## src/design/bre_pkg.sv

```systemverilog
// Shared types and constants for the bilevel run-length line encoder.
package bre_pkg;

  localparam int unsigned RunW      = 15;
  localparam int unsigned WordW     = 16;
  localparam int unsigned WordAddrW = 24;
  localparam int unsigned ApbAddrW  = 2;
  localparam int unsigned ApbDataW  = 32;

  localparam logic [RunW-1:0]  MaxRun    = 15'd32767;
  localparam logic [WordW-1:0] HeaderTag = 16'h5900;

  localparam int unsigned CmdDepth = 2;
  localparam int unsigned CmdPtrW  = $clog2(CmdDepth);
  localparam int unsigned OutDepth = 16;
  localparam int unsigned OutPtrW  = $clog2(OutDepth);

  // Configuration register byte addresses
  localparam logic [ApbAddrW-1:0] RegHeaderEnable = 2'd0;

  typedef struct packed {
    logic [7:0] pixel_bits;
    logic [3:0] bit_count;
    logic       end_of_line;
    logic       start_of_image;
  } in_item_t;

  typedef struct packed {
    logic [WordW-1:0]     code_word;
    logic [WordAddrW-1:0] word_address;
    logic                 last;
  } out_item_t;

  // Classified item handed from front to back
  typedef struct packed {
    logic [7:0] pix;
    logic [3:0] nb;
    logic       eol;
    logic       soi;
    logic       open_line;
    logic       hdr;
  } cmd_t;

  typedef enum logic [3:0] {
    ST_IDLE,
    ST_BITS,
    ST_ZERO,
    ST_EOL_RUN,
    ST_EOL_ZERO,
    ST_HDR0,
    ST_HDR1,
    ST_HDR2,
    ST_HDR3
  } bre_state_e;

endpackage

```

## src/design/bre_front.sv

```systemverilog
// Front end: accepts input beats, classifies line opening and queues commands.
module bre_front (
  input  logic             clk_i,
  input  logic             rst_ni,
  input  logic             push_i,
  input  bre_pkg::in_item_t item_i,
  output logic             full_o,
  input  logic             header_enable_i,
  output logic             cmd_valid_o,
  output bre_pkg::cmd_t    cmd_o,
  input  logic             cmd_pop_i
);
  import bre_pkg::*;

  cmd_t                cmd_q [CmdDepth];
  logic [CmdPtrW-1:0]  wr_ptr_q, wr_ptr_d;
  logic [CmdPtrW-1:0]  rd_ptr_q, rd_ptr_d;
  logic [CmdPtrW:0]    cnt_q, cnt_d;
  logic                line_open_q, line_open_d;
  logic                line_hdr_q, line_hdr_d;
  logic                accept;
  logic                pop;
  cmd_t                cmd_new;

  assign full_o      = (cnt_q == (CmdPtrW+1)'(CmdDepth));
  assign cmd_valid_o = (cnt_q != '0);
  assign accept      = push_i && !full_o;
  assign pop         = cmd_pop_i && cmd_valid_o;
  assign cmd_o       = cmd_q[rd_ptr_q];

  always_comb begin
    cmd_new.pix       = item_i.pixel_bits;
    cmd_new.nb        = (item_i.bit_count > 4'd8) ? 4'd8 : item_i.bit_count;
    cmd_new.eol       = item_i.end_of_line;
    cmd_new.soi       = item_i.start_of_image;
    cmd_new.open_line = !line_open_q || item_i.start_of_image;
    // header choice is latched when the line opens
    cmd_new.hdr       = cmd_new.open_line ? header_enable_i : line_hdr_q;
  end

  always_comb begin
    wr_ptr_d    = wr_ptr_q;
    rd_ptr_d    = rd_ptr_q;
    cnt_d       = cnt_q;
    line_open_d = line_open_q;
    line_hdr_d  = line_hdr_q;
    if (accept) begin
      wr_ptr_d    = wr_ptr_q + 1'b1;
      line_open_d = !item_i.end_of_line;
      line_hdr_d  = cmd_new.hdr;
    end
    if (pop) begin
      rd_ptr_d = rd_ptr_q + 1'b1;
    end
    if (accept && !pop) begin
      cnt_d = cnt_q + 1'b1;
    end else if (!accept && pop) begin
      cnt_d = cnt_q - 1'b1;
    end
  end

  always_ff @(posedge clk_i or negedge rst_ni) begin
    if (!rst_ni) begin
      wr_ptr_q    <= '0;
      rd_ptr_q    <= '0;
      cnt_q       <= '0;
      line_open_q <= 1'b0;
      line_hdr_q  <= 1'b0;
    end else begin
      wr_ptr_q    <= wr_ptr_d;
      rd_ptr_q    <= rd_ptr_d;
      cnt_q       <= cnt_d;
      line_open_q <= line_open_d;
      line_hdr_q  <= line_hdr_d;
    end
  end

  always_ff @(posedge clk_i) begin
    if (accept) begin
      cmd_q[wr_ptr_q] <= cmd_new;
    end
  end

endmodule

```

## src/design/bre_back.sv

```systemverilog
// Back end: run counting sequencer that issues run and header words.
module bre_back #(
  parameter int unsigned ADDRESS_BITS = 24
) (
  input  logic               clk_i,
  input  logic               rst_ni,
  input  logic               cmd_valid_i,
  input  bre_pkg::cmd_t      cmd_i,
  output logic               cmd_pop_o,
  input  logic               out_full_i,
  output logic               word_push_o,
  output bre_pkg::out_item_t word_o
);
  import bre_pkg::*;

  localparam int unsigned AW = ADDRESS_BITS;

  bre_state_e        state_q, state_d, nxt;
  logic [7:0]        pix_q, pix_d;
  logic [3:0]        nb_q, nb_d;
  logic              eol_q, eol_d;
  logic              hdr_q, hdr_d;
  logic [RunW-1:0]   run_count_q, run_count_d;
  logic              pol_q, pol_d;
  logic [AW-1:0]     next_addr_q, next_addr_d;
  logic [AW-1:0]     line_start_q, line_start_d;
  logic [WordW-1:0]  line_words_q, line_words_d;
  logic [WordW-1:0]  line_ctr_q, line_ctr_d;

  logic [7:0]        xb;
  logic [7:0]        inr;
  logic [3:0]        k;
  logic              found;
  logic              quiet_after;
  logic [WordW-1:0]  sum;
  logic              ovf;
  logic [2:0]        ovf_j;
  logic              step, load, done, fin_line;
  logic              wvalid, is_run;
  logic [WordW-1:0]  wcode;
  logic [AW-1:0]     waddr;

  // Scan of the remaining pixels against the current run polarity
  always_comb begin
    found       = 1'b0;
    k           = nb_q;
    quiet_after = 1'b1;
    for (int i = 0; i < 8; i++) begin
      xb[i]  = pix_q[7-i] ^ pol_q;
      inr[i] = (4'(i) < nb_q);
    end
    for (int i = 0; i < 8; i++) begin
      if (!found && inr[i] && xb[i]) begin
        k     = 4'(i);
        found = 1'b1;
      end
    end
    // after a transition, no further change left in this beat
    for (int i = 0; i < 8; i++) begin
      if ((4'(i) > k) && inr[i] && !xb[i]) begin
        quiet_after = 1'b0;
      end
    end
    sum   = {1'b0, run_count_q} + WordW'(k);
    ovf   = (sum > WordW'(MaxRun));
    ovf_j = 3'(MaxRun - run_count_q);
  end

  assign step      = (state_q != ST_IDLE) && !out_full_i;
  assign load      = cmd_valid_i && ((state_q == ST_IDLE) || (step && done));
  assign cmd_pop_o = load;

  // Next state
  always_comb begin
    nxt      = state_q;
    done     = 1'b0;
    fin_line = 1'b0;
    unique case (state_q)
      ST_IDLE: nxt = ST_IDLE;
      ST_BITS: begin
        if (ovf) begin
          nxt = ST_ZERO;
        end else if (found && !quiet_after) begin
          nxt = ST_BITS;
        end else if (eol_q) begin
          nxt = ST_EOL_RUN;
        end else begin
          done = 1'b1;
        end
      end
      ST_ZERO: begin
        if (found) begin
          nxt = ST_BITS;
        end else if (eol_q) begin
          nxt = ST_EOL_RUN;
        end else begin
          done = 1'b1;
        end
      end
      ST_EOL_RUN: begin
        if (pol_q) begin
          nxt = ST_EOL_ZERO;
        end else if (hdr_q) begin
          nxt = ST_HDR0;
        end else begin
          done     = 1'b1;
          fin_line = 1'b1;
        end
      end
      ST_EOL_ZERO: begin
        if (hdr_q) begin
          nxt = ST_HDR0;
        end else begin
          done     = 1'b1;
          fin_line = 1'b1;
        end
      end
      ST_HDR0: nxt = ST_HDR1;
      ST_HDR1: nxt = ST_HDR2;
      ST_HDR2: nxt = ST_HDR3;
      ST_HDR3: begin
        done     = 1'b1;
        fin_line = 1'b1;
      end
      default: nxt = ST_IDLE;
    endcase
    if (load) begin
      state_d = ST_BITS;
    end else if (step) begin
      state_d = done ? ST_IDLE : nxt;
    end else begin
      state_d = state_q;
    end
  end

  // Datapath and word output
  always_comb begin
    pix_d        = pix_q;
    nb_d         = nb_q;
    eol_d        = eol_q;
    hdr_d        = hdr_q;
    run_count_d  = run_count_q;
    pol_d        = pol_q;
    next_addr_d  = next_addr_q;
    line_start_d = line_start_q;
    line_words_d = line_words_q;
    line_ctr_d   = line_ctr_q;
    wvalid       = 1'b0;
    is_run       = 1'b0;
    wcode        = '0;
    waddr        = next_addr_q;
    if (step) begin
      unique case (state_q)
        ST_BITS: begin
          if (ovf) begin
            // run passes the limit: limit word now, then a zero word in ST_ZERO
            wvalid      = 1'b1;
            is_run      = 1'b1;
            wcode       = WordW'(MaxRun);
            run_count_d = RunW'(1);
            pix_d       = pix_q << (4'(ovf_j) + 4'd1);
            nb_d        = nb_q - (4'(ovf_j) + 4'd1);
          end else if (found) begin
            wvalid = 1'b1;
            is_run = 1'b1;
            wcode  = sum;
            pol_d  = !pol_q;
            if (quiet_after) begin
              run_count_d = RunW'(nb_q - k);
              nb_d        = '0;
            end else begin
              run_count_d = RunW'(1);
              pix_d       = pix_q << (k + 4'd1);
              nb_d        = nb_q - k - 4'd1;
            end
          end else begin
            run_count_d = sum[RunW-1:0];
            nb_d        = '0;
          end
        end
        ST_ZERO: begin
          wvalid = 1'b1;
          is_run = 1'b1;
          wcode  = '0;
          if (!found) begin
            run_count_d = run_count_q + RunW'(nb_q);
            nb_d        = '0;
          end
        end
        ST_EOL_RUN: begin
          wvalid = 1'b1;
          is_run = 1'b1;
          wcode  = {1'b0, run_count_q};
        end
        ST_EOL_ZERO: begin
          wvalid = 1'b1;
          is_run = 1'b1;
          wcode  = '0;
        end
        ST_HDR0: begin
          wvalid = 1'b1;
          wcode  = HeaderTag;
          waddr  = line_start_q;
        end
        ST_HDR1: begin
          wvalid = 1'b1;
          wcode  = line_words_q + WordW'(2);
          waddr  = line_start_q + AW'(1);
        end
        ST_HDR2: begin
          wvalid = 1'b1;
          wcode  = line_ctr_q + WordW'(1);
          waddr  = line_start_q + AW'(2);
        end
        ST_HDR3: begin
          wvalid = 1'b1;
          wcode  = '0;
          waddr  = line_start_q + AW'(3);
        end
        default: wvalid = 1'b0;
      endcase
      if (is_run) begin
        next_addr_d  = next_addr_q + AW'(1);
        line_words_d = line_words_q + WordW'(1);
      end
      if (fin_line) begin
        line_ctr_d   = line_ctr_q + WordW'(1);
        run_count_d  = '0;
        pol_d        = 1'b0;
        line_words_d = '0;
      end
    end
    if (load) begin
      if (cmd_i.soi) begin
        next_addr_d  = '0;
        line_ctr_d   = '0;
        run_count_d  = '0;
        pol_d        = 1'b0;
        line_words_d = '0;
      end
      if (cmd_i.open_line) begin
        line_start_d = next_addr_d;
        if (cmd_i.hdr) begin
          next_addr_d = next_addr_d + AW'(4);
        end
      end
      hdr_d = cmd_i.hdr;
      pix_d = cmd_i.pix;
      nb_d  = cmd_i.nb;
      eol_d = cmd_i.eol;
    end
  end

  assign word_push_o         = wvalid;
  assign word_o.code_word    = wcode;
  assign word_o.word_address = WordAddrW'(waddr);
  assign word_o.last         = done;

  always_ff @(posedge clk_i or negedge rst_ni) begin
    if (!rst_ni) begin
      state_q      <= ST_IDLE;
      run_count_q  <= '0;
      pol_q        <= 1'b0;
      next_addr_q  <= '0;
      line_start_q <= '0;
      line_words_q <= '0;
      line_ctr_q   <= '0;
    end else begin
      state_q      <= state_d;
      run_count_q  <= run_count_d;
      pol_q        <= pol_d;
      next_addr_q  <= next_addr_d;
      line_start_q <= line_start_d;
      line_words_q <= line_words_d;
      line_ctr_q   <= line_ctr_d;
    end
  end

  always_ff @(posedge clk_i) begin
    pix_q <= pix_d;
    nb_q  <= nb_d;
    eol_q <= eol_d;
    hdr_q <= hdr_d;
  end

  a_hdr_only_with_header: assert property (@(posedge clk_i) disable iff (!rst_ni)
    (state_q == ST_HDR0 || state_q == ST_HDR1 || state_q == ST_HDR2 ||
     state_q == ST_HDR3) |-> hdr_q)
    else $error("header word issued on a line without header");

  a_no_push_when_full: assert property (@(posedge clk_i) disable iff (!rst_ni)
    word_push_o |-> !out_full_i)
    else $error("word pushed into full output queue");

  a_split_restarts_run: assert property (@(posedge clk_i) disable iff (!rst_ni)
    (state_q == ST_ZERO) |-> (run_count_q == RunW'(1)))
    else $error("split zero word without restarted run");

  a_trailing_zero_on_run: assert property (@(posedge clk_i) disable iff (!rst_ni)
    (state_q == ST_EOL_ZERO) |-> pol_q)
    else $error("trailing zero word after an off run");

endmodule

```

## src/design/bre_out_fifo.sv

```systemverilog
// Output queue of finished code words with their addresses.
module bre_out_fifo (
  input  logic               clk_i,
  input  logic               rst_ni,
  input  logic               push_i,
  input  bre_pkg::out_item_t data_i,
  output logic               full_o,
  input  logic               pop_i,
  output logic               empty_o,
  output bre_pkg::out_item_t data_o
);
  import bre_pkg::*;

  out_item_t           mem_q [OutDepth];
  logic [OutPtrW-1:0]  wr_ptr_q;
  logic [OutPtrW-1:0]  rd_ptr_q;
  logic [OutPtrW:0]    cnt_q;
  logic                do_push, do_pop;

  assign full_o  = (cnt_q == (OutPtrW+1)'(OutDepth));
  assign empty_o = (cnt_q == '0);
  assign do_push = push_i && !full_o;
  assign do_pop  = pop_i && !empty_o;
  assign data_o  = mem_q[rd_ptr_q];

  always_ff @(posedge clk_i or negedge rst_ni) begin
    if (!rst_ni) begin
      wr_ptr_q <= '0;
      rd_ptr_q <= '0;
      cnt_q    <= '0;
    end else begin
      if (do_push) begin
        wr_ptr_q <= wr_ptr_q + 1'b1;
      end
      if (do_pop) begin
        rd_ptr_q <= rd_ptr_q + 1'b1;
      end
      if (do_push && !do_pop) begin
        cnt_q <= cnt_q + 1'b1;
      end else if (!do_push && do_pop) begin
        cnt_q <= cnt_q - 1'b1;
      end
    end
  end

  always_ff @(posedge clk_i) begin
    if (do_push) begin
      mem_q[wr_ptr_q] <= data_i;
    end
  end

endmodule

```

## src/design/bilevel_rle_line_encoder_unit.sv

```systemverilog
// The back-end sequencer issues one word per cycle while the output queue is not
// full, and a beat may cause more than one word; a header is four words.
// Input queue of 2 beats and output queue of 16 words decouple both sides.
// Reset (asynchronous, active low) empties both queues, clears run, address and
// line state and clears header_enable.
module bilevel_rle_line_encoder_unit #(
  parameter int unsigned ADDRESS_BITS = 24
) (
  input  logic                          clk_i,
  input  logic                          rst_ni,
  input  logic                          push,
  output logic                          full,
  input  bre_pkg::in_item_t             in_item_i,
  output logic                          empty,
  input  logic                          pop,
  output bre_pkg::out_item_t            out_item_o,
  input  logic                          psel,
  input  logic                          penable,
  input  logic                          pwrite,
  input  logic [bre_pkg::ApbAddrW-1:0]  paddr,
  input  logic [bre_pkg::ApbDataW-1:0]  pwdata,
  output logic [bre_pkg::ApbDataW-1:0]  prdata,
  output logic                          pready
);
  import bre_pkg::*;

  logic      hdr_en_q;
  logic      cmd_valid;
  logic      cmd_pop;
  cmd_t      cmd;
  logic      out_full;
  logic      word_push;
  out_item_t word;

  assign pready = 1'b1;

  always_ff @(posedge clk_i or negedge rst_ni) begin
    if (!rst_ni) begin
      hdr_en_q <= 1'b0;
    end else if (psel && penable && pwrite && pready && (paddr == RegHeaderEnable)) begin
      hdr_en_q <= pwdata[0];
    end
  end

  always_comb begin
    prdata = '0;
    if (paddr == RegHeaderEnable) begin
      prdata = ApbDataW'(hdr_en_q);
    end
  end

  bre_front u_front (
    .clk_i           (clk_i),
    .rst_ni          (rst_ni),
    .push_i          (push),
    .item_i          (in_item_i),
    .full_o          (full),
    .header_enable_i (hdr_en_q),
    .cmd_valid_o     (cmd_valid),
    .cmd_o           (cmd),
    .cmd_pop_i       (cmd_pop)
  );

  bre_back #(
    .ADDRESS_BITS (ADDRESS_BITS)
  ) u_back (
    .clk_i       (clk_i),
    .rst_ni      (rst_ni),
    .cmd_valid_i (cmd_valid),
    .cmd_i       (cmd),
    .cmd_pop_o   (cmd_pop),
    .out_full_i  (out_full),
    .word_push_o (word_push),
    .word_o      (word)
  );

  bre_out_fifo u_out_fifo (
    .clk_i   (clk_i),
    .rst_ni  (rst_ni),
    .push_i  (word_push),
    .data_i  (word),
    .full_o  (out_full),
    .pop_i   (pop),
    .empty_o (empty),
    .data_o  (out_item_o)
  );

endmodule
```

## config.mk

```make
export PLATFORM = sky130hd
export DESIGN_NAME = bilevel_rle_line_encoder_unit
export DESIGN_NICKNAME = d
export VERILOG_FILES = /design/src/design/bre_pkg.sv /design/src/design/bre_front.sv /design/src/design/bre_back.sv /design/src/design/bre_out_fifo.sv /design/src/design/bilevel_rle_line_encoder_unit.sv
export SDC_FILE = /design/constraint.sdc
export NUM_CORES = 1
export LEC_CHECK = 0
export BUFFER_PORTS_ARGS = -buffer_cell sky130_fd_sc_hd__clkbuf_2
export CAP_MARGIN = 5
export CORE_AREA = 2 2 230 289
export DETAILED_ROUTE_END_ITERATION = 8
export DIE_AREA = 0 0 232 291
export GPL_TIMING_DRIVEN = 0
export PLACE_DENSITY = 0.75
export SYNTH_ARGS = -nofsm -noshare
export SYNTH_HDL_FRONTEND = slang
export SYNTH_SLANG_ARGS = --single-unit
```

## constraint.sdc

```tcl
create_clock -name clk_i -period 19.1 [get_ports clk_i]
set_input_delay 0 -clock clk_i [delete_from_list [all_inputs] [get_ports clk_i]]
set_output_delay 0 -clock clk_i [all_outputs]
set_load 0.02 [all_outputs]
```

==> results.cfg <==
[clock_tree]
cts-htree-levels = 3
clk_transition_reported_paths_ns = 0.06
cts_made_buffers = 78
latest_clock_arrival_within_the_worst_skew_pair_ns = 0.64
clockBufferDepth = 3
cts-root-buf = sky130_fd_sc_hd__clkbuf_16
clkSinkCount = 822
cts_setup_buffers = 0
tritoncts = done

[detailed_routing]
ant_nets = 0
remaining_drc_errors = 0
via_total_after_detailed_routing = 23300
first_iter_violations = 2471
route.detailed.wl_per_inst_um = 28.1
vias_per_cell = 6.44
drt-pass1-iter-count = 9
drt_wl_total_mm = 101

[floorplan]
die_height_um = 291
io_pins = 131
floorplan.initialDensity_pct = 57.4
floorplan_die_width_um = 232
overall_die_area_um2 = 67500
row_count = 105
core_region_area_um2 = 65000

[timing]
slew_viol_final = 0
relative_slew_slack_pct = 11.2
rsz_0062_raised_after_global_routing = false
timing.final.hold_violations = 0
clock.fmax_mhz = 139
final.setup.worst_slack_ns = 11.92
layout_min_cycle_time_ns = 7.18
worstMarginPinSlew_ns = 1.33
setup_tns_ns = 0
clock_tree_skew_after_final_layout_ns = 0.0276
finalSetupViolCount = 0
finalCritPeriodShare_pct = 37.6

[critical_path]
crit_path_start_kind = flip-flop
worst-path-max-fanout = 10
cp-startpoint = u_back.nb_q[1]
worstReg2RegStart = u_back.nb_q[1]
path_class = reg -> reg
arrival_ns = 7.73
end_kind = flip-flop
cp_required_ns = 19.66

[power]
power_density_nw_per_um2 = 165
share_seq_of_total_power_pct = 35.1
power.share.combinational_pct = 42.2
clock_power_share_pct = 22.7
switching_power_mw = 2.65
p_int_mw = 4.34
report.power.total_mw = 6.99
leakage_component_of_the_power_nw = 14.6
peakVddDrop_mv = 0.144
switching_share_pct = 37.9

[synthesis]
netlist_area_um2 = 37400
instance_count_of_the_mapped_netlist = 2451
yosysWarningCount = 0
synth_top_flop_cell = sky130_fd_sc_hd__edfxtp_1
post_synth.cell_area_avg_um2 = 15.2
synth.lib_cells_used.distinct = 87
async_flop_share_pct = 14.6
yosysSeqAreaShare_pct = 64.5
synth_seq_cells = 822
synth_edf_count = 702

[min_path]
min_from = in_item_i[6]
hold_path.class = in -> reg

[placed_design]
gp_congestion = 0.965
buffer_ports.inserted = 67
place_worst_setup_slack_ns = 12.00
dp_hpwl_mm = 64.2

[grt]
first_global_vias = 23700
antenna_found_initial = 0
grt_use_total_pct = 30.0
grt_remaining_overflow = 0
maximum_number_of_pins_on_one_net_before_global_route_repair = 67
grt_pass1_wl_mm = 148

[final_layout]
n_antenna_cell = 0
layout.nets = 2795
syn2layout_area_growth_pct = 13.4
drive_gt1_share_pct = 20.2
fill_cells = 4455

[status]
run_status = complete, no violations

[run]
drv.max_cap_violation_count = 0
-- cell usage after synthesis, types with 25 or more instances --
| cell | n | area [µm²] |
|---|---|---|
| sky130_fd_sc_hd__edfxtp_1 | 702 | 21100 |
| sky130_fd_sc_hd__mux4_2 | 205 | 4620 |
| sky130_fd_sc_hd__nand2_1 | 193 | 724 |
| sky130_fd_sc_hd__nor2_1 | 143 | 537 |
| sky130_fd_sc_hd__dfrtp_1 | 120 | 3000 |
| sky130_fd_sc_hd__clkbuf_1 | 105 | 394 |
| sky130_fd_sc_hd__a21oi_1 | 104 | 521 |
| sky130_fd_sc_hd__o21ai_0 | 102 | 510 |
| sky130_fd_sc_hd__xor2_1 | 81 | 709 |
| sky130_fd_sc_hd__xnor2_1 | 61 | 534 |
| sky130_fd_sc_hd__nand3_1 | 59 | 295 |
| sky130_fd_sc_hd__ha_1 | 36 | 450 |
| sky130_fd_sc_hd__buf_4 | 32 | 240 |
| sky130_fd_sc_hd__inv_1 | 32 | 120 |
| sky130_fd_sc_hd__nor3_1 | 31 | 155 |
| sky130_fd_sc_hd__mux2i_1 | 30 | 300 |
| sky130_fd_sc_hd__and2_1 | 26 | 163 |
| sky130_fd_sc_hd__nand4_1 | 26 | 163 |
| sky130_fd_sc_hd__and3_1 | 25 | 156 |
-- cell usage in the layout (no fill, tap or decap), types with 20 or more instances in the layout --
| cell type | count |
|---|---|
| sky130_fd_sc_hd__a21oi_1 | 103 |
| sky130_fd_sc_hd__and3_1 | 25 |
| sky130_fd_sc_hd__buf_4 | 39 |
| sky130_fd_sc_hd__buf_6 | 30 |
| sky130_fd_sc_hd__clkbuf_1 | 114 |
| sky130_fd_sc_hd__clkbuf_16 | 78 |
| sky130_fd_sc_hd__clkbuf_2 | 66 |
| sky130_fd_sc_hd__conb_1 | 32 |
| sky130_fd_sc_hd__dfrtp_1 | 120 |
| sky130_fd_sc_hd__dlygate4sd3_1 | 20 |
| sky130_fd_sc_hd__edfxtp_1 | 702 |
| sky130_fd_sc_hd__ha_1 | 36 |
| sky130_fd_sc_hd__inv_1 | 32 |
| sky130_fd_sc_hd__mux2i_1 | 30 |
| sky130_fd_sc_hd__mux4_2 | 205 |
| sky130_fd_sc_hd__nand2_1 | 193 |
| sky130_fd_sc_hd__nand3_1 | 59 |
| sky130_fd_sc_hd__nand4_1 | 26 |
| sky130_fd_sc_hd__nor2_1 | 142 |
| sky130_fd_sc_hd__nor3_1 | 31 |
| sky130_fd_sc_hd__o21ai_0 | 83 |
| sky130_fd_sc_hd__o21ai_1 | 20 |
| sky130_fd_sc_hd__xnor2_1 | 61 |
| sky130_fd_sc_hd__xor2_1 | 81 |
-- through the flow --
step | cells | cell area, µm² | hold WS [ns] | utilization, %
2_1_floorplan | 2481 | 37500 | -0.296 | -
3_3_place_gp | 3404 | 38900 | 0.189 | 59.8
3_5_place_dp | 3448 | 39400 | 0.0109 | 60.7
4_1_cts | 3606 | 42300 | 0.0557 | 65.0
5_1_grt | 3610 | 42300 | 0.0913 | 65.1
6_report | 3610 | 42300 | 0.0916 | 65.1
-- worst paths after layout --
kind	endpoint	depth (start not counted)	slack [ns]
worst min-delay path	u_front.cmd_q[0][8]	2	0.09
min in group asynchronous	u_back.run_count_q[14]	4	0.47
worst max-delay path	u_out_fifo.cnt_q[4]	24	11.92
worst min register to register	u_front.line_hdr_q	1	0.51
max in group asynchronous	u_back.line_start_q[23]	4	18.28
worst max register to register	u_out_fifo.cnt_q[4]	24	11.92
-- cells by family (layout without fill, tap and decap cells) --
| logic type | count (synthesis) | after routing | share of synthesized area, % |
|---|---|---|---|
| buffers and inverters | 206 | 479 | 2.47 |
| flip-flops | 822 | 822 | 64.5 |
| AND/OR/NAND/NOR | 613 | 613 | 8.02 |
| XOR/XNOR | 142 | 142 | 3.33 |
| other | 2 | 32 | 0.0201 |
| AO/OA/AOI/OAI | 375 | 375 | 6.54 |
| adder cells (fa/ha/maj) | 43 | 43 | 1.58 |
| multiplexers | 248 | 248 | 13.6 |
-- worst max-delay path, stage by stage (launching register included) --
cell	delay, ns
sky130_fd_sc_hd__edfxtp_1	0.58
sky130_fd_sc_hd__buf_2	0.27
sky130_fd_sc_hd__a211oi_1	0.39
sky130_fd_sc_hd__a2bb2oi_1	0.47
sky130_fd_sc_hd__o211ai_1	0.22
sky130_fd_sc_hd__nand3_1	0.42
sky130_fd_sc_hd__inv_1	0.23
sky130_fd_sc_hd__ha_1	0.35
sky130_fd_sc_hd__a211oi_1	0.09
sky130_fd_sc_hd__o21bai_1	0.23
sky130_fd_sc_hd__and3_1	0.22
sky130_fd_sc_hd__clkbuf_1	0.27
sky130_fd_sc_hd__clkbuf_1	0.50
sky130_fd_sc_hd__o21ai_0	0.20
sky130_fd_sc_hd__a21oi_1	0.19
sky130_fd_sc_hd__nor2_1	0.11
sky130_fd_sc_hd__nor2_1	0.51
sky130_fd_sc_hd__ha_1	0.39
sky130_fd_sc_hd__inv_1	0.14
sky130_fd_sc_hd__fa_1	0.42
sky130_fd_sc_hd__a21o_1	0.18
sky130_fd_sc_hd__a21oi_1	0.18
sky130_fd_sc_hd__xnor2_1	0.09
sky130_fd_sc_hd__nor2_1	0.26
sky130_fd_sc_hd__xnor2_1	0.17
-- per-layer routing --
layer | part of all wire (%) | up-vias | GRT usage [%] | wire, µm
met5 | 0 | - | 0 | 0
met1 | 36 | 11800 | 36.2 | 36200
met4 | 4.5 | 0 | 13.6 | 4570
met2 | 53 | 1255 | 53.2 | 53500
li1 | - | 9972 | - | -
met3 | 7.0 | 268 | 4.09 | 7070
-- cell type report --
cell class                 count  area [µm²]  share of cell area [%]
tap                          856        1070                    2.53
inverter                      33         124                   0.293
multi-input combinational   1453       12500                    29.6
sequential                   822       24100                    56.9
timing repair buffer         136        1130                    2.68
buffer                       173         798                    1.89
clock buffer                  90        2030                    4.79
clock inverter                47         589                    1.39
-- repair_timing --
action	4_1_cts	5_1_grt
gates resized for setup	0	0
hold buffers	21	0
hold endpoints to repair	160	0
-- flip-flops by register name (all words and copies together) (netlist names), 4 cells and up --
register             count
u_back.run_count_q      15
u_front.cmd_q           32
u_out_fifo.wr_ptr_q      4
u_back.line_words_q     16
u_back.nb_q              4
u_back.line_start_q     24
u_back.pix_q             8
u_back.next_addr_q      24
u_back.state_q           4
u_out_fifo.cnt_q         5
u_out_fifo.mem_q       656
u_back.line_ctr_q       16
u_out_fifo.rd_ptr_q      4
-- power by group through the flow --
stage | combinational [mW] | clock [mW] | sequential, mW
4_1_cts | 2.94 | 1.60 | 2.45
6_report | 2.95 | 1.59 | 2.45
5_1_grt | 3.15 | 1.66 | 2.47
3_5_place_dp | 2.90 | 0 | 2.48
3_3_place_gp | 2.80 | 0 | 2.48
2_1_floorplan | 2.03 | 0 | 2.43
No activity file was read; power rests on OpenSTA's default activity.
